===== config.mk =====
export PLATFORM = sky130hd
export DESIGN_NAME = pmu_norm
export DESIGN_NICKNAME = d
export VERILOG_FILES = /design/src/hdl/pmu_pkg.sv /design/src/hdl/pmu_norm.sv
export SDC_FILE = /design/constraint.sdc
export NUM_CORES = 2
export LEC_CHECK = 0
export CORE_UTILIZATION = 45
export CTS_BUF_LIST = sky130_fd_sc_hd__clkbuf_8
export DETAILED_ROUTE_END_ITERATION = 7
export DONT_BUFFER_PORTS = 1
export HOLD_SLACK_MARGIN = 0.08
export PLACE_DENSITY = 0.65
export RECOVER_POWER = 50
export SETUP_SLACK_MARGIN = 0.02
export SKIP_LAST_GASP = 1
export SYNTH_ARGS = -nofsm -noshare
export SYNTH_HDL_FRONTEND = slang
export SYNTH_SLANG_ARGS = --single-unit

===== constraint.sdc =====
create_clock -name i_clk -period 10.5 [get_ports i_clk]
set_input_delay 0 -clock i_clk [delete_from_list [all_inputs] [get_ports i_clk]]
set_output_delay 0 -clock i_clk [all_outputs]
set_load 0.05 [all_outputs]

===== src/hdl/pmu_pkg.sv =====
`default_nettype none
package pmu_pkg;
    // fixed point format of every word
    localparam int FRAC_BITS = 16;
    localparam int WORD_BITS = 32;
    // coefficient (time step or unit component), product and wide square widths
    localparam int COEF_BITS = FRAC_BITS + 2;
    localparam int PROD_BITS = WORD_BITS + 1;
    localparam int SQ_BITS   = 2 * WORD_BITS;
    localparam int DT_BITS   = 16;

    typedef logic signed [WORD_BITS-1:0] t_word;
    typedef logic signed [COEF_BITS-1:0] t_coef;
    typedef logic signed [PROD_BITS-1:0] t_prod;
    typedef t_word t_wvec [0:2];
    typedef t_coef t_cvec [0:2];
    typedef logic [2:0] t_cfg_idx;

    localparam t_word ONE_Q = t_word'(1 << FRAC_BITS);
    localparam logic [WORD_BITS-2:0] LIFETIME_RESET = 31'd65536;

    // register map
    localparam t_cfg_idx CFG_LIFETIME   = 3'd0;
    localparam t_cfg_idx CFG_STOP_DAMP  = 3'd1;
    localparam t_cfg_idx CFG_ATTR_EN    = 3'd2;
    localparam t_cfg_idx CFG_ATTR_STR   = 3'd3;
    localparam t_cfg_idx CFG_COLOR_R    = 3'd4;
    localparam t_cfg_idx CFG_COLOR_G    = 3'd5;
    localparam t_cfg_idx CFG_COLOR_B    = 3'd6;
    localparam t_cfg_idx CFG_SIZE_DELTA = 3'd7;

    // word modes
    localparam logic MODE_SPAWN = 1'b0;
    localparam logic MODE_TICK  = 1'b1;

    // x + y or x - y, saturated to the signed word range
    function automatic t_word sat_sum(input t_word x, input t_prod y, input logic sub);
        logic signed [WORD_BITS+1:0] s;
        logic signed [WORD_BITS+1:0] wmax;
        logic signed [WORD_BITS+1:0] wmin;
        wmax = {3'b000, {(WORD_BITS-1){1'b1}}};
        wmin = {3'b111, {(WORD_BITS-1){1'b0}}};
        if (sub) begin
            s = $signed({{2{x[WORD_BITS-1]}}, x}) - $signed({y[PROD_BITS-1], y});
        end else begin
            s = $signed({{2{x[WORD_BITS-1]}}, x}) + $signed({y[PROD_BITS-1], y});
        end
        if (s > wmax) begin
            return wmax[WORD_BITS-1:0];
        end else if (s < wmin) begin
            return wmin[WORD_BITS-1:0];
        end
        return s[WORD_BITS-1:0];
    endfunction
endpackage
`default_nettype wire


===== src/hdl/pmu_norm.sv =====
`default_nettype none
module pmu_norm (
    input  logic           i_clk,
    input  logic           i_rst_n,
    input  logic           i_start,
    input  pmu_pkg::t_wvec i_dir,
    output logic           o_done,
    output pmu_pkg::t_cvec o_unit
);
    import pmu_pkg::*;

    localparam int MW = WORD_BITS - 2;
    localparam int QW = FRAC_BITS + 1;
    localparam int RW = WORD_BITS + 2;

    typedef enum logic [5:0] {
        N_IDLE = 6'b000001,
        N_MAG  = 6'b000010,
        N_SQ   = 6'b000100,
        N_ROOT = 6'b001000,
        N_DIV  = 6'b010000,
        N_DONE = 6'b100000
    } t_nstate;

    t_nstate              r_state;
    logic [WORD_BITS-1:0] r_mag [0:2];
    logic                 r_neg [0:2];
    logic [MW-1:0]        r_m [0:2];
    logic [1:0]           r_k;
    logic [4:0]           r_cnt;
    logic [SQ_BITS-1:0]   r_sum;
    logic [SQ_BITS-1:0]   r_n;
    logic [SQ_BITS-1:0]   r_res;
    logic [SQ_BITS-1:0]   r_bit;
    logic [RW-1:0]        r_rem;
    logic [QW-1:0]        r_q;
    t_coef                r_unit [0:2];

    logic [WORD_BITS-1:0] mx;
    logic [1:0]           sh;
    logic [SQ_BITS-1:0]   root_t;
    logic                 root_ge;
    logic [WORD_BITS-1:0] len;
    logic                 div_ge;
    logic [RW-1:0]        rem_sub;
    logic [QW-1:0]        n_q;
    logic [2*MW-1:0]      sq;

    // largest magnitude and the shared shift that brings it below 2^30
    always_comb begin
        mx = r_mag[0];
        if (r_mag[1] > mx) mx = r_mag[1];
        if (r_mag[2] > mx) mx = r_mag[2];
        if (mx[WORD_BITS-1]) begin
            sh = 2'd2;
        end else if (mx[WORD_BITS-2]) begin
            sh = 2'd1;
        end else begin
            sh = 2'd0;
        end
    end

    // one root digit and one quotient bit per cycle
    always_comb begin
        sq      = r_m[r_k] * r_m[r_k];
        root_t  = r_res + r_bit;
        root_ge = (r_n >= root_t);
        len     = (r_res == '0) ? WORD_BITS'(1) : r_res[WORD_BITS-1:0];
        div_ge  = (r_rem >= {2'b00, len});
        rem_sub = div_ge ? (r_rem - {2'b00, len}) : r_rem;
        n_q     = {r_q[QW-2:0], div_ge};
    end

    always_ff @(posedge i_clk) begin
        if (!i_rst_n) begin
            r_state <= N_IDLE;
        end else begin
            case (r_state)
                N_IDLE: begin
                    if (i_start) begin
                        for (int i = 0; i < 3; i++) begin
                            r_neg[i] <= i_dir[i][WORD_BITS-1];
                            r_mag[i] <= i_dir[i][WORD_BITS-1] ? (~i_dir[i] + 1'b1) : i_dir[i];
                        end
                        r_state <= N_MAG;
                    end
                end
                N_MAG: begin
                    for (int i = 0; i < 3; i++) begin
                        r_m[i] <= MW'(r_mag[i] >> sh);
                    end
                    r_k   <= 2'd0;
                    r_sum <= '0;
                    if (mx == '0) begin
                        for (int i = 0; i < 3; i++) r_unit[i] <= '0;
                        r_state <= N_DONE;
                    end else begin
                        r_state <= N_SQ;
                    end
                end
                N_SQ: begin
                    if (r_k == 2'd2) begin
                        r_n     <= r_sum + SQ_BITS'(sq);
                        r_res   <= '0;
                        r_bit   <= {2'b01, {(SQ_BITS-2){1'b0}}};
                        r_state <= N_ROOT;
                    end else begin
                        r_sum <= r_sum + SQ_BITS'(sq);
                        r_k   <= r_k + 2'd1;
                    end
                end
                N_ROOT: begin
                    if (root_ge) begin
                        r_n   <= r_n - root_t;
                        r_res <= (r_res >> 1) + r_bit;
                    end else begin
                        r_res <= r_res >> 1;
                    end
                    r_bit <= r_bit >> 2;
                    if (r_bit == SQ_BITS'(1)) begin
                        r_k     <= 2'd0;
                        r_cnt   <= '0;
                        r_q     <= '0;
                        r_rem   <= RW'(r_m[0]);
                        r_state <= N_DIV;
                    end
                end
                N_DIV: begin
                    if (r_cnt == 5'(QW - 1)) begin
                        // last quotient bit: store the signed component
                        r_unit[r_k] <= r_neg[r_k] ? -$signed({1'b0, n_q}) : $signed({1'b0, n_q});
                        r_cnt <= '0;
                        r_q   <= '0;
                        if (r_k == 2'd2) begin
                            r_state <= N_DONE;
                        end else begin
                            r_k   <= r_k + 2'd1;
                            r_rem <= RW'(r_m[r_k + 2'd1]);
                        end
                    end else begin
                        r_q   <= n_q;
                        r_rem <= rem_sub << 1;
                        r_cnt <= r_cnt + 5'd1;
                    end
                end
                N_DONE: begin
                    r_state <= N_IDLE;
                end
                default: begin
                    r_state <= N_IDLE;
                end
            endcase
        end
    end

    assign o_done = (r_state == N_DONE);
    assign o_unit = r_unit;

`ifndef ASSERT_OFF
    // a finished unit vector never exceeds one in any component
    a_unit_bound: assert property (@(posedge i_clk) disable iff (!i_rst_n)
        o_done |-> ($signed(r_unit[0]) <= $signed(ONE_Q[COEF_BITS-1:0]) &&
                    $signed(r_unit[1]) <= $signed(ONE_Q[COEF_BITS-1:0]) &&
                    $signed(r_unit[2]) <= $signed(ONE_Q[COEF_BITS-1:0])))
        else $error("unit component above one");
    // a start is only taken from idle
    a_start_idle: assert property (@(posedge i_clk) disable iff (!i_rst_n)
        (r_state == N_IDLE && i_start) |=> (r_state == N_MAG))
        else $error("normalizer missed a start");
`endif
endmodule
`default_nettype wire


==> flow_summary_export.csv <==
group,metric,value,unit
yosys,syn_avg_cell_area,9.38,um^2
placed_design,portBuffers,0,
yosys,synth.distinct_cells,77,
die,core_area,0.140,mm^2
job,maxCapViolCount,10,
placed_design,dp_hpwl,159,mm
clocking,clkTransAtPathRegs,60,ps
clocking,cts_sinks,532,
global_route,grt_pass1_wl,312,mm
yosys,synthTopCellsByArea,"edfxtp_1 (25%), fa_1 (24%), ha_1 (9.7%)",
sta,timing.fmax,98.6,MHz
sta,worstMarginPinSlew,4020,ps
global_route,gr-usage-met2,0.454,
setup_path,cp.required,11010,ps
global_route,grt_usage,0.288,
sta,finalHoldViolCount,0,
status,violations,"capacitance limit, slew limit",
layout,seqCellArea,0.0159,mm^2
sta,period_share,0.966,
sta,setup_tns,0,ps
sta,layout_min_cycle_time,10140,ps
setup_path,crit_path_end_kind,"register",
layout,fill_cells,12973,
yosys,synth_commonest_cells,"inv_1 (1,066), fa_1 (751), nand2_1 (696)",
die,fp-row-count,137,
yosys,yosysMostFrequentCell,"inv_1",
die,fp.dieH,379,um
clocking,clock_latency,860,ps
detailed_routing,vias,51240,
sta,setup_viol,0,
global_route,met3_usage,0.0569,
setup_path,worst_ep_arrival_time,10650,ps
sta,relSlewSlack,-1.68,
clocking,cts_setup_buffers,0,
detailed_routing,routed_via_density,5.74,
detailed_routing,routed_wl,205,mm
clocking,clk_path_buf_depth,3,
sta,finalClockSkew,85.1,ps
setup_path,cp_max_fo,15,
setup_path,cp_slowest_cell,"nor4_1",
setup_path,crit_top_cell,"fa_1",
yosys,synthCells,6812,
yosys,ys_warn_count,0,
clocking,cts-root-buf,"clkbuf_8",
clocking,cts_buffers,98,
setup_path,worstSetupPathType,"reg2reg",
layout,area_growth,10.1,%
die,ioPinCount,154,
sta,rsz0062_at_grt,"false",
die,start_util,0.456,
detailed_routing,post_drt_wl_per_cell,22.9,um
yosys,synth_edf_count,524,
yosys,syn_area,0.0639,mm^2
global_route,use_met1,0.384,
setup_path,startpoint_type,"register",
global_route,antenna_found_initial,10,
sta,report.final.slew_viol_count,616,
layout,nNetsFinal,8304,
yosys,syn_nets,8157,
detailed_routing,ant_nets,0,
detailed_routing,first_pass_iters,8,
detailed_routing,drt_iter0_drc,4755,
die,die_w,379,um
global_route,grt_max_degree,98,
global_route,grt_pass1_vias,51813,
yosys,synth_top_area_frac,0.246,
status,outcome,"complete, but fails checks",
layout,multi_input_area,0.0430,mm^2
yosys,async_flop_share,0,
yosys,ys_ff_latch,532,
die,dieArea,0.144,mm^2
layout,layout-drive-gt1-share,0.0423,
clocking,cts_tree,"built",
min_path,holdCritPathClass,"in2reg",
setup_path,max_stage_delay,720,ps
yosys,ys.flop_type,"edfxtp_1",
detailed_routing,drc_errors,0,
placed_design,gp_congestion,1.02,
yosys,ys_seq_area_frac,0.249,
clocking,htree_levels,3,
global_route,gr-max-usage-layer,"met2",
global_route,grt-ovfl-total,0,
yosys,yosysTopAreaCell,"edfxtp_1",
[per-layer routing]
metal  wire length [um]  vias up
li1                   -    23123
met2              91600     2259
met1              84600    25358
met3              18100      498
met4              10500        2
met5                 14        -
[path summary, 6_finish.rpt]
check | from | endpoint | slack, ps | cells past startpoint
worst min register to register | r_state[2] | r_state[2] | 540 | 2
worst min-delay path | i_start | r_state[3] | 150 | 3
worst max register to register | register | r_n[62] | 360 | 28
worst max-delay path | register | r_n[62] | 360 | 28
[flip-flops by register name, summed over array words and instances (netlist names), named ones only]
| signal | count |
|---|---|
| r_neg | 3 |
| r_res | 64 |
| r_sum | 64 |
| r_cnt | 5 |
| r_rem | 34 |
| r_m | 90 |
| r_mag | 96 |
| o_unit | 54 |
| r_q | 16 |
| r_n | 64 |
| r_k | 2 |
| r_bit | 32 |
| r_state | 6 |
[cell usage in the layout, fill, tap and decap left out, drive strengths merged, types with 96 or more instances in the layout]
cell type,instances
ha,495
inv,1098
nor2,587
buf,99
o21ai,395
dlygate4sd3,209
xnor2,263
mux2i,205
clkbuf,113
a211oi,107
edfxtp,524
fa,751
and2,96
a21oi,246
xor2,132
nand2,696
a21o,141
[final cells by class]
class                           count  area share
Clock buffer                       99      0.0194
Clock inverter                     82      0.0107
Timing Repair Buffer              322      0.0411
Tap cell                         1876      0.0334
Sequential cell                   532       0.226
Antenna cell                        8    0.000285
Inverter                         1071      0.0572
Multi-Input combinational cell   4934       0.612
[critical path, delay by kind of cell (launching register included)]
family | cells | cell delay, ps
AO/OA/AOI/OAI | 5 | 2050
XOR/XNOR | 1 | 200
adder cells (fa/ha/maj) | 9 | 4350
buffers and inverters | 6 | 760
flip-flops | 1 | 630
multiplexers | 2 | 360
AND/OR/NAND/NOR | 5 | 1470
[repair_timing]
item / 4_1_cts / 5_1_grt
endpoints found under the setup margin: 0 / 16
gates resized for setup: 0 / 3
hold buffers: 209 / 0
hold endpoints to repair: 525 / 0
[logic make-up after synthesis]
logic type,share of synthesized area
simple gates,0.129
flops,0.249
buf+inv,0.0795
xor+xnor,0.0541
fa+ha+maj,0.332
compound gates,0.123
mux,0.0333
[metrics by stage]
stage | util | worst slack, ps | hold WS [ps] | cell area [um^2] | instances
after floorplan | - | 127 | 98.9 | 63900 | 6812
after global placement | 0.472 | 453 | 99.2 | 66200 | 8526
after detailed placement | 0.472 | 378 | 99.3 | 66200 | 8526
after CTS | 0.502 | 317 | 92.7 | 70400 | 8916
after global routing | 0.502 | 76.2 | 126 | 70300 | 8922
final | 0.502 | 362 | 153 | 70300 | 8924
Power is not shown: default switching activity piles up to over one toggle a cycle in this logic, so the estimate is an artifact.
