[src/hdl/pmu_pkg.sv]
`default_nettype none
package pmu_pkg;
    // fixed point format of every word
    localparam int FRAC_BITS = 16;
    localparam int WORD_BITS = 32;
    // coefficient (time step or unit component), product and wide square widths
    localparam int COEF_BITS = FRAC_BITS + 2;
    localparam int PROD_BITS = WORD_BITS + 1;
    localparam int SQ_BITS   = 2 * WORD_BITS;
    localparam int DT_BITS   = 16;

    typedef logic signed [WORD_BITS-1:0] t_word;
    typedef logic signed [COEF_BITS-1:0] t_coef;
    typedef logic signed [PROD_BITS-1:0] t_prod;
    typedef t_word t_wvec [0:2];
    typedef t_coef t_cvec [0:2];
    typedef logic [2:0] t_cfg_idx;

    localparam t_word ONE_Q = t_word'(1 << FRAC_BITS);
    localparam logic [WORD_BITS-2:0] LIFETIME_RESET = 31'd65536;

    // register map
    localparam t_cfg_idx CFG_LIFETIME   = 3'd0;
    localparam t_cfg_idx CFG_STOP_DAMP  = 3'd1;
    localparam t_cfg_idx CFG_ATTR_EN    = 3'd2;
    localparam t_cfg_idx CFG_ATTR_STR   = 3'd3;
    localparam t_cfg_idx CFG_COLOR_R    = 3'd4;
    localparam t_cfg_idx CFG_COLOR_G    = 3'd5;
    localparam t_cfg_idx CFG_COLOR_B    = 3'd6;
    localparam t_cfg_idx CFG_SIZE_DELTA = 3'd7;

    // word modes
    localparam logic MODE_SPAWN = 1'b0;
    localparam logic MODE_TICK  = 1'b1;

    // x + y or x - y, saturated to the signed word range
    function automatic t_word sat_sum(input t_word x, input t_prod y, input logic sub);
        logic signed [WORD_BITS+1:0] s;
        logic signed [WORD_BITS+1:0] wmax;
        logic signed [WORD_BITS+1:0] wmin;
        wmax = {3'b000, {(WORD_BITS-1){1'b1}}};
        wmin = {3'b111, {(WORD_BITS-1){1'b0}}};
        if (sub) begin
            s = $signed({{2{x[WORD_BITS-1]}}, x}) - $signed({y[PROD_BITS-1], y});
        end else begin
            s = $signed({{2{x[WORD_BITS-1]}}, x}) + $signed({y[PROD_BITS-1], y});
        end
        if (s > wmax) begin
            return wmax[WORD_BITS-1:0];
        end else if (s < wmin) begin
            return wmin[WORD_BITS-1:0];
        end
        return s[WORD_BITS-1:0];
    endfunction
endpackage
`default_nettype wire

[src/hdl/pmu_mul.sv]
`default_nettype none
module pmu_mul (
    input  logic           i_clk,
    input  logic           i_en,
    input  pmu_pkg::t_word i_a,
    input  pmu_pkg::t_coef i_b,
    output pmu_pkg::t_prod o_prod
);
    import pmu_pkg::*;

    logic [WORD_BITS-1:0]           mag_a;
    logic [COEF_BITS-1:0]           mag_b_full;
    logic [COEF_BITS-2:0]           mag_b;
    logic [WORD_BITS+COEF_BITS-2:0] full;
    logic [WORD_BITS-1:0]           mag_r;
    logic                           neg;
    t_prod                          n_prod;
    t_prod                          r_prod;

    // sign-magnitude multiply, truncated toward zero by dropping fraction bits
    always_comb begin
        mag_a      = i_a[WORD_BITS-1] ? (~i_a + 1'b1) : i_a;
        mag_b_full = i_b[COEF_BITS-1] ? (~i_b + 1'b1) : i_b;
        mag_b      = mag_b_full[COEF_BITS-2:0];
        full       = mag_a * mag_b;
        mag_r      = full[FRAC_BITS +: WORD_BITS];
        neg        = i_a[WORD_BITS-1] ^ i_b[COEF_BITS-1];
        n_prod     = neg ? -$signed({1'b0, mag_r}) : $signed({1'b0, mag_r});
    end

    always_ff @(posedge i_clk) begin
        if (i_en) begin
            r_prod <= n_prod;
        end
    end

    assign o_prod = r_prod;
endmodule
`default_nettype wire

[config.mk]
export PLATFORM = sky130hd
export DESIGN_NAME = pmu_mul
export DESIGN_NICKNAME = d
export VERILOG_FILES = /design/src/hdl/pmu_pkg.sv /design/src/hdl/pmu_mul.sv
export SDC_FILE = /design/constraint.sdc
export NUM_CORES = 1
export LEC_CHECK = 0
export BUFFER_PORTS_ARGS = -buffer_cell sky130_fd_sc_hd__buf_2
export CAP_MARGIN = 20
export CORE_ASPECT_RATIO = 1.25
export CORE_UTILIZATION = 50
export CTS_BUF_LIST = sky130_fd_sc_hd__clkbuf_4 sky130_fd_sc_hd__clkbuf_8
export CTS_CLUSTER_DIAMETER = 150
export DETAILED_ROUTE_END_ITERATION = 12
export PLACE_DENSITY = 0.68
export SLEW_MARGIN = 20
export SYNTH_ARGS = -nofsm -noshare
export SYNTH_HDL_FRONTEND = slang
export SYNTH_SLANG_ARGS = --single-unit
[constraint.sdc]
create_clock -name i_clk -period 30.8 [get_ports i_clk]
set_input_delay 6.16 -clock i_clk [delete_from_list [all_inputs] [get_ports i_clk]]
set_output_delay 6.16 -clock i_clk [all_outputs]
set_load 0.05 [all_outputs]
==> impl_metrics.env, run 1 <==
export IMPL_synth_cells=2354
export IMPL_grt_pass1_wl_um=95670
export IMPL_cp_end_kind="flop"
export IMPL_layout_common_cells="inv_1, fa_1, nand2_1, nor2_1, ha_1"
export IMPL_cts_resized=0
export IMPL_io_buffers=84
export IMPL_timing_final_crit_share_pct=53.06
export IMPL_synth_area_sq_um=19810
export IMPL_slew_viol_final=0
export IMPL_min_path_type="in -> reg"
export IMPL_synthFlopType="edfxtp_1"
export IMPL_synth_edf_count=33
export IMPL_startpoint_type="input port"
export IMPL_dieArea_sq_um=40420
export IMPL_ctsHtreeMaxLevel=2
export IMPL_largest_reg_flops=33
export IMPL_post_place_cells=2869
export IMPL_post_place_ws_ns=14.27
export IMPL_nNetsFinal=2996
export IMPL_syn_num_nets=2972
export IMPL_synth_avg_cell_area_sq_um=8.415
export IMPL_synthArstFlopShare_pct=0
export IMPL_num_vias=16530
export IMPL_area_growth_pct=6.260
export IMPL_cts_tree="done"
export IMPL_coreArea_sq_um=39120
export IMPL_cpMostUsedCell="fa_1"
export IMPL_fmax_mhz=61.19
export IMPL_critPathMaxStageDelay_ns=0.88
export IMPL_grt_pass1_vias=17800
export IMPL_crit_arrival_ns=16.37
export IMPL_final_common_cell="inv_1"
export IMPL_synth_seq_cells=33
export IMPL_synth_cell_types=74
export IMPL_track_usage_pct=30.92
export IMPL_clk_pin_slew_worst_paths_ns=0.06
export IMPL_drt_total_wl_um=60600
export IMPL_yosysWarnings=0
export IMPL_dieWidth_um=180.0
export IMPL_setup_viol=0
export IMPL_clock_sinks=33
export IMPL_cts_hold_buf=0
export IMPL_via_per_inst=5.742
export IMPL_post_cts_buffers=0
export IMPL_timing_max_cap_violations=0
export IMPL_drive_above_1_share_pct=7.104
export IMPL_grt_start_max_net_pins=37
export IMPL_cts_buffers=5
export IMPL_setup_tns_ns=0
export IMPL_path_max_fanout=9
export IMPL_first_pass_iters=7
export IMPL_crit_slowest_cell="xor2_1"
export IMPL_initial_core_util_pct=50.63
export IMPL_required_ns=30.82
export IMPL_wl_per_cell_um=21.05
export IMPL_row_count=81
export IMPL_rsz0062_at_grt="no"
export IMPL_grt_overflow=0
export IMPL_ant_nets=0
export IMPL_worst_slew_pin_slew_ns=1.178
export IMPL_cts_root_buf="clkbuf_8"
export IMPL_antenna_found_initial=0
export IMPL_critical_path_buf_inv_count=4
export IMPL_gp_congestion=0.9742
export IMPL_boundaryPins=85
export IMPL_status="finished clean"
export IMPL_hold_violations=0
export IMPL_post_route_util_pct=53.80
export IMPL_drtIter0Drc=1246
export IMPL_synth_seq_area_share_pct=5.003
export IMPL_max_slew_margin_pct=20.89
export IMPL_ctsLongestPathBuffers=2
export IMPL_hpwl_um=48850
export IMPL_drc=0
export IMPL_critPathKind="in -> reg"
export IMPL_dieHeight_um=224.5
export IMPL_cp_top_family="simple AND/OR/NAND/NOR gates"
export IMPL_fin_cells=2878
export IMPL_setup_ws_ns=14.46
export IMPL_period_needed_ns=16.34
## cells in the mapped netlist, types with 5 or more instances
cell type	n	area share, %
a211oi_1	5	0.19
a21o_1	7	0.27
a21oi_1	55	1.4
a31oi_1	8	0.25
and2_1	32	1.0
and3_1	7	0.22
clkbuf_1	95	1.8
edfxtp_1	33	5.0
fa_1	446	45
ha_1	120	7.6
inv_1	523	9.9
nand2_1	406	7.7
nand2b_1	13	0.41
nand3_1	12	0.30
nand4_1	14	0.44
nor2_1	213	4.0
nor2b_1	7	0.22
nor3_1	21	0.53
nor4_1	7	0.22
o211ai_1	9	0.34
o21a_1	14	0.53
o21ai_0	48	1.2
o21bai_1	5	0.19
o31ai_1	15	0.57
o41ai_1	8	0.35
or2_2	5	0.16
or3_1	7	0.22
or4_1	9	0.34
xnor2_1	82	3.6
xor2_1	58	2.6
## through the flow
stage | hold slack, ns | area [sq um]
3_3_place_gp | 6.699 | 20930
3_5_place_dp | 6.699 | 20960
4_1_cts | 6.473 | 21050
2_1_floorplan | 6.273 | 19810
6_report | 6.478 | 21050
5_1_grt | 6.514 | 21050
## per-layer routing
metal  vias up  routed length [um]  GRT usage [%]
li1       7146                   -              -
met1      8301               22850          37.55
met2       876               28770          53.12
met3       203                6137          6.606
met4         0                2835          13.62
met5         -                   0              0
## area by class of cell
cell class / instances / area (sq um)
Antenna cell: 1 / 2.502
Clock buffer: 5 / 68.82
Multi-Input combinational cell: 1702 / 16750
Tap cell: 498 / 623.1
Inverter: 523 / 1963
Timing Repair Buffer: 113 / 638.1
Clock inverter: 3 / 12.51
Fill cell: 3655 / 18070
Sequential cell: 33 / 991.0
## final timing paths
| kind | startpoint | end | slack [ns] | cells after the start |
|---|---|---|---|---|
| worst max-delay path | i_b[3] | o_prod[28] | 14.46 | 28 |
| worst min-delay path | i_en | o_prod[3] | 6.48 | 1 |
## kinds of logic (layout without fill, tap and decap cells)
| group | Yosys count | count (layout) | synth area share [%] |
|---|---|---|---|
| buf+inv | 619 | 644 | 11.77 |
| xor+xnor | 141 | 141 | 6.273 |
| fa+ha+maj | 566 | 566 | 52.66 |
| compound gates | 214 | 214 | 7.043 |
| flops | 33 | 33 | 5.003 |
| simple gates | 781 | 781 | 17.26 |
| other cells | 0 | 1 | 0 |
Power of run 1 is left out: the tool's default activity adds up to more than one toggle a clock period on the data nets, which glitch-free logic cannot reach.
==> run 2: changes to the inputs <==
==> constraint.sdc (replaced) <==
create_clock -name i_clk -period 15.7 [get_ports i_clk]
set_input_delay 3.14 -clock i_clk [delete_from_list [all_inputs] [get_ports i_clk]]
set_output_delay 3.14 -clock i_clk [all_outputs]
set_load 0.05 [all_outputs]
==> impl_metrics.env, run 2 (synthesized netlist as in run 1, its figures left out) <==
export IMPL_dieWidth_um=180.0
export IMPL_via_per_inst=5.711
export IMPL_cpMostUsedCell="fa_1"
export IMPL_layout_common_cells="inv_1, fa_1, nand2_1, nor2_1, ha_1"
export IMPL_use_met3_pct=4.906
export IMPL_busiest_layer="met2"
export IMPL_critPathKind="in -> reg"
export IMPL_crit_slowest_cell="o41ai_1"
export IMPL_cts_hold_buf=0
export IMPL_ant_nets=0
export IMPL_status="finished clean"
export IMPL_fmax_mhz=75.75
export IMPL_area_growth_pct=6.336
export IMPL_crit_arrival_ns=13.22
export IMPL_cts_tree="done"
export IMPL_drive_above_1_share_pct=7.146
export IMPL_setup_viol=0
export IMPL_rsz0062_at_grt="no"
export IMPL_cp_top_family="adder cells"
export IMPL_timing_max_cap_violations=0
export IMPL_wl_per_cell_um=20.98
export IMPL_design_area_sq_um=21060
export IMPL_clk_pin_slew_worst_paths_ns=0.06
export IMPL_nNetsFinal=2997
export IMPL_drtIter0Drc=1402
export IMPL_worst_slew_pin_slew_ns=1.195
export IMPL_final_common_cell="inv_1"
export IMPL_grt_pass1_wl_um=96070
export IMPL_largest_reg_flops=33
export IMPL_dieHeight_um=224.5
export IMPL_critical_path_buf_inv_count=4
export IMPL_io_buffers=84
export IMPL_post_cts_buffers=0
export IMPL_drc=0
export IMPL_placed_cell_area_sq_um=20970
export IMPL_hpwl_um=48700
export IMPL_cts_resized=0
export IMPL_required_ns=15.72
export IMPL_critPathMaxStageDelay_ns=0.83
export IMPL_timing_final_crit_share_pct=84.08
export IMPL_cts_root_buf="clkbuf_8"
export IMPL_clock_sinks=33
export IMPL_min_path_type="in -> reg"
export IMPL_gp_congestion=0.9804
export IMPL_first_pass_iters=5
export IMPL_track_usage_pct=31.11
export IMPL_n_antenna_cell=0
export IMPL_grt_util_met1_pct=39.23
export IMPL_antenna_found_initial=0
export IMPL_initial_core_util_pct=50.63
export IMPL_max_slew_margin_pct=19.77
export IMPL_dieArea_sq_um=40420
export IMPL_num_vias=16430
export IMPL_slew_viol_final=0
export IMPL_startpoint_type="input port"
export IMPL_ctsHtreeMaxLevel=2
export IMPL_grt_overflow=0
export IMPL_cts_buffers=5
export IMPL_grt_pass1_vias=17890
export IMPL_cp_end_kind="flop"
export IMPL_grt_start_max_net_pins=37
export IMPL_path_max_fanout=26
export IMPL_ctsLongestPathBuffers=2
export IMPL_period_needed_ns=13.20
export IMPL_hold_violations=0
export IMPL_setup_tns_ns=0
export IMPL_boundaryPins=85
export IMPL_grt_use_met2_pct=52.92
export IMPL_row_count=81
export IMPL_coreArea_sq_um=39120
export IMPL_drt_total_wl_um=60360
## run 2: layer usage
metal  up-vias  routed length (um)
met4         0                2932
met1      8252               23550
met3       178                5601
li1       7135                   -
met2       866               28280
met5         -                   0
## run 2: through the flow
step / std cells / hold slack [ns] / utilization (%) / setup WS [ns]
after floorplan: 2354 / 3.253 / - / 3.522
after global placement: 2870 / 3.680 / 53.56 / 2.430
final: 2877 / 3.452 / 53.84 / 2.499
after CTS: 2877 / 3.451 / 53.80 / 2.549
after global routing: 2877 / 3.491 / 53.84 / 1.917
after detailed placement: 2870 / 3.680 / 53.60 / 2.262
## run 2: cell type report
class,instances,area (sq um)
timing repair buffer,114,645.6
tap,498,623.1
multi-input combinational,1702,16760
clock buffer,6,76.32
clock inverter,1,3.754
sequential,33,991.0
fill,3678,18060
inverter,523,1963
## run 2: path summary, 6_finish.rpt
kind / to / slack [ns] / depth (start not counted) / start
max: o_prod[27] / 2.50 / 28 / i_b[3]
min: o_prod[0] / 3.45 / 1 / i_en
Power of run 2 is left out for the same reason.
==> run 3: changes to the inputs <==
==> constraint.sdc (replaced) <==
create_clock -name i_clk -period 12.2 [get_ports i_clk]
set_input_delay 2.44 -clock i_clk [delete_from_list [all_inputs] [get_ports i_clk]]
set_output_delay 2.44 -clock i_clk [all_outputs]
set_load 0.05 [all_outputs]
==> impl_metrics.env, run 3 (synthesized netlist as in run 1, its figures left out) <==
export IMPL_hpwl_um=50640
export IMPL_cts_tree="done"
export IMPL_crit_slowest_cell="or4b_1"
export IMPL_cts_hold_buf=0
export IMPL_dieHeight_um=224.5
export IMPL_gp_congestion=0.9708
export IMPL_min_to="o_prod[3]"
export IMPL_path_max_fanout=16
export IMPL_slew_viol_final=0
export IMPL_rsz0062_at_grt="no"
export IMPL_drt_total_wl_um=60340
export IMPL_grt_pass1_vias=18240
export IMPL_critPathKind="in -> reg"
export IMPL_nNetsFinal=3131
export IMPL_crit_arrival_ns=11.81
export IMPL_dieWidth_um=180.0
export IMPL_via_per_inst=5.581
export IMPL_max_slew_margin_pct=27.06
export IMPL_first_pass_iters=6
export IMPL_cts_buffers=5
export IMPL_largest_reg_flops=33
export IMPL_timing_max_cap_violations=0
export IMPL_ctsLongestPathBuffers=2
export IMPL_min_delay_start="i_en"
export IMPL_final_common_cell="inv_1"
export IMPL_layout_common_cells="inv_1, fa_1, nand2_1, nor2_1, buf_4"
export IMPL_fmax_mhz=84.95
export IMPL_min_path_type="in -> reg"
export IMPL_io_buffers=84
export IMPL_post_route_util_pct=56.32
export IMPL_ant_nets=0
export IMPL_row_count=81
export IMPL_status="finished clean"
export IMPL_whs_path_depth=1
export IMPL_timing_final_crit_share_pct=96.48
export IMPL_period_needed_ns=11.77
export IMPL_hold_violations=0
export IMPL_cp_top_family="adder cells"
export IMPL_clock_sinks=33
export IMPL_critical_path_buf_inv_count=7
export IMPL_drtIter0Drc=1418
export IMPL_cts_root_buf="clkbuf_8"
export IMPL_required_ns=12.24
export IMPL_cpMostUsedCell="fa_1"
export IMPL_wl_per_cell_um=20.01
export IMPL_antenna_found_initial=4
export IMPL_critPathMaxStageDelay_ns=0.60
export IMPL_area_growth_pct=11.24
export IMPL_worst_slew_pin_slew_ns=1.089
export IMPL_grt_overflow=0
export IMPL_dieArea_sq_um=40420
export IMPL_drive_above_1_share_pct=11.89
export IMPL_hold_ws_ns=2.746
export IMPL_clk_pin_slew_worst_paths_ns=0.07
export IMPL_ff_latch_area_sq_um=991.0
export IMPL_setup_tns_ns=0
export IMPL_drc=0
export IMPL_coreArea_sq_um=39120
export IMPL_boundaryPins=85
export IMPL_setup_viol=0
export IMPL_grt_start_max_net_pins=34
export IMPL_startpoint_type="input port"
export IMPL_multi_input_area_sq_um=16680
export IMPL_track_usage_pct=31.12
export IMPL_fillCellCount=3565
export IMPL_ctsHtreeMaxLevel=2
export IMPL_grt_pass1_wl_um=96720
export IMPL_cp_end_kind="flop"
export IMPL_initial_core_util_pct=50.63
export IMPL_num_vias=16830
-- run 3: cell count changes in the layout (fill, tap and decap cells not counted), moves of 2 or more --
cell | previous run | this run
buf_12 | 0 | 3
xnor2_1 | 63 | 66
buf_4 | 30 | 161
xor2_1 | 52 | 54
diode_2 | 0 | 4
xnor2_4 | 5 | 2
-- run 3: worst max path at each step --
stage                start    endpoint  slack (ns)  depth (start not counted)
detailed placement  i_a[3]  o_prod[31]        0.14                         32
CTS                 i_a[3]  o_prod[31]        0.42                         32
finish              i_b[3]  o_prod[31]        0.43                         31
global route        i_a[5]  o_prod[29]        0.04                         32
global placement    i_a[3]  o_prod[31]        0.22                         32
floorplan           i_b[3]  o_prod[27]        0.72                         29
-- run 3: per-stage QoR --
| step | area (sq um) | std cells | worst slack, ns |
|---|---|---|---|
| detailed placement | 21910 | 3004 | 0.1406 |
| CTS | 21990 | 3012 | 0.4219 |
| global route | 22030 | 3013 | 0.03817 |
| global placement | 21910 | 3004 | 0.2244 |
| floorplan | 19810 | 2354 | 0.7220 |
| finish | 22030 | 3016 | 0.4290 |
-- run 3: routing by layer --
layer	vias to the layer above	part of all wire, %	GRT usage [%]
met1	8251	39	39.62
met3	188	11	6.946
met5	-	0.073	0
met2	974	46	51.76
li1	7414	-	-
met4	6	4.3	12.19
-- run 3: layout make-up --
class / count / share of cell area [%]
Clock inverter: 3 / 0.05679
Antenna cell: 4 / 0.04543
Tap cell: 498 / 2.828
Clock buffer: 5 / 0.3123
Inverter: 523 / 8.910
Sequential cell: 33 / 4.497
Multi-Input combinational cell: 1702 / 75.68
Timing Repair Buffer: 248 / 7.666
-- run 3: repair_timing --
action | in CTS | in global routing
setup endpoints to repair | 0 | 3
resized for setup | 0 | 2
buffers inserted | 0 | 0
Power of run 3 is left out for the same reason.
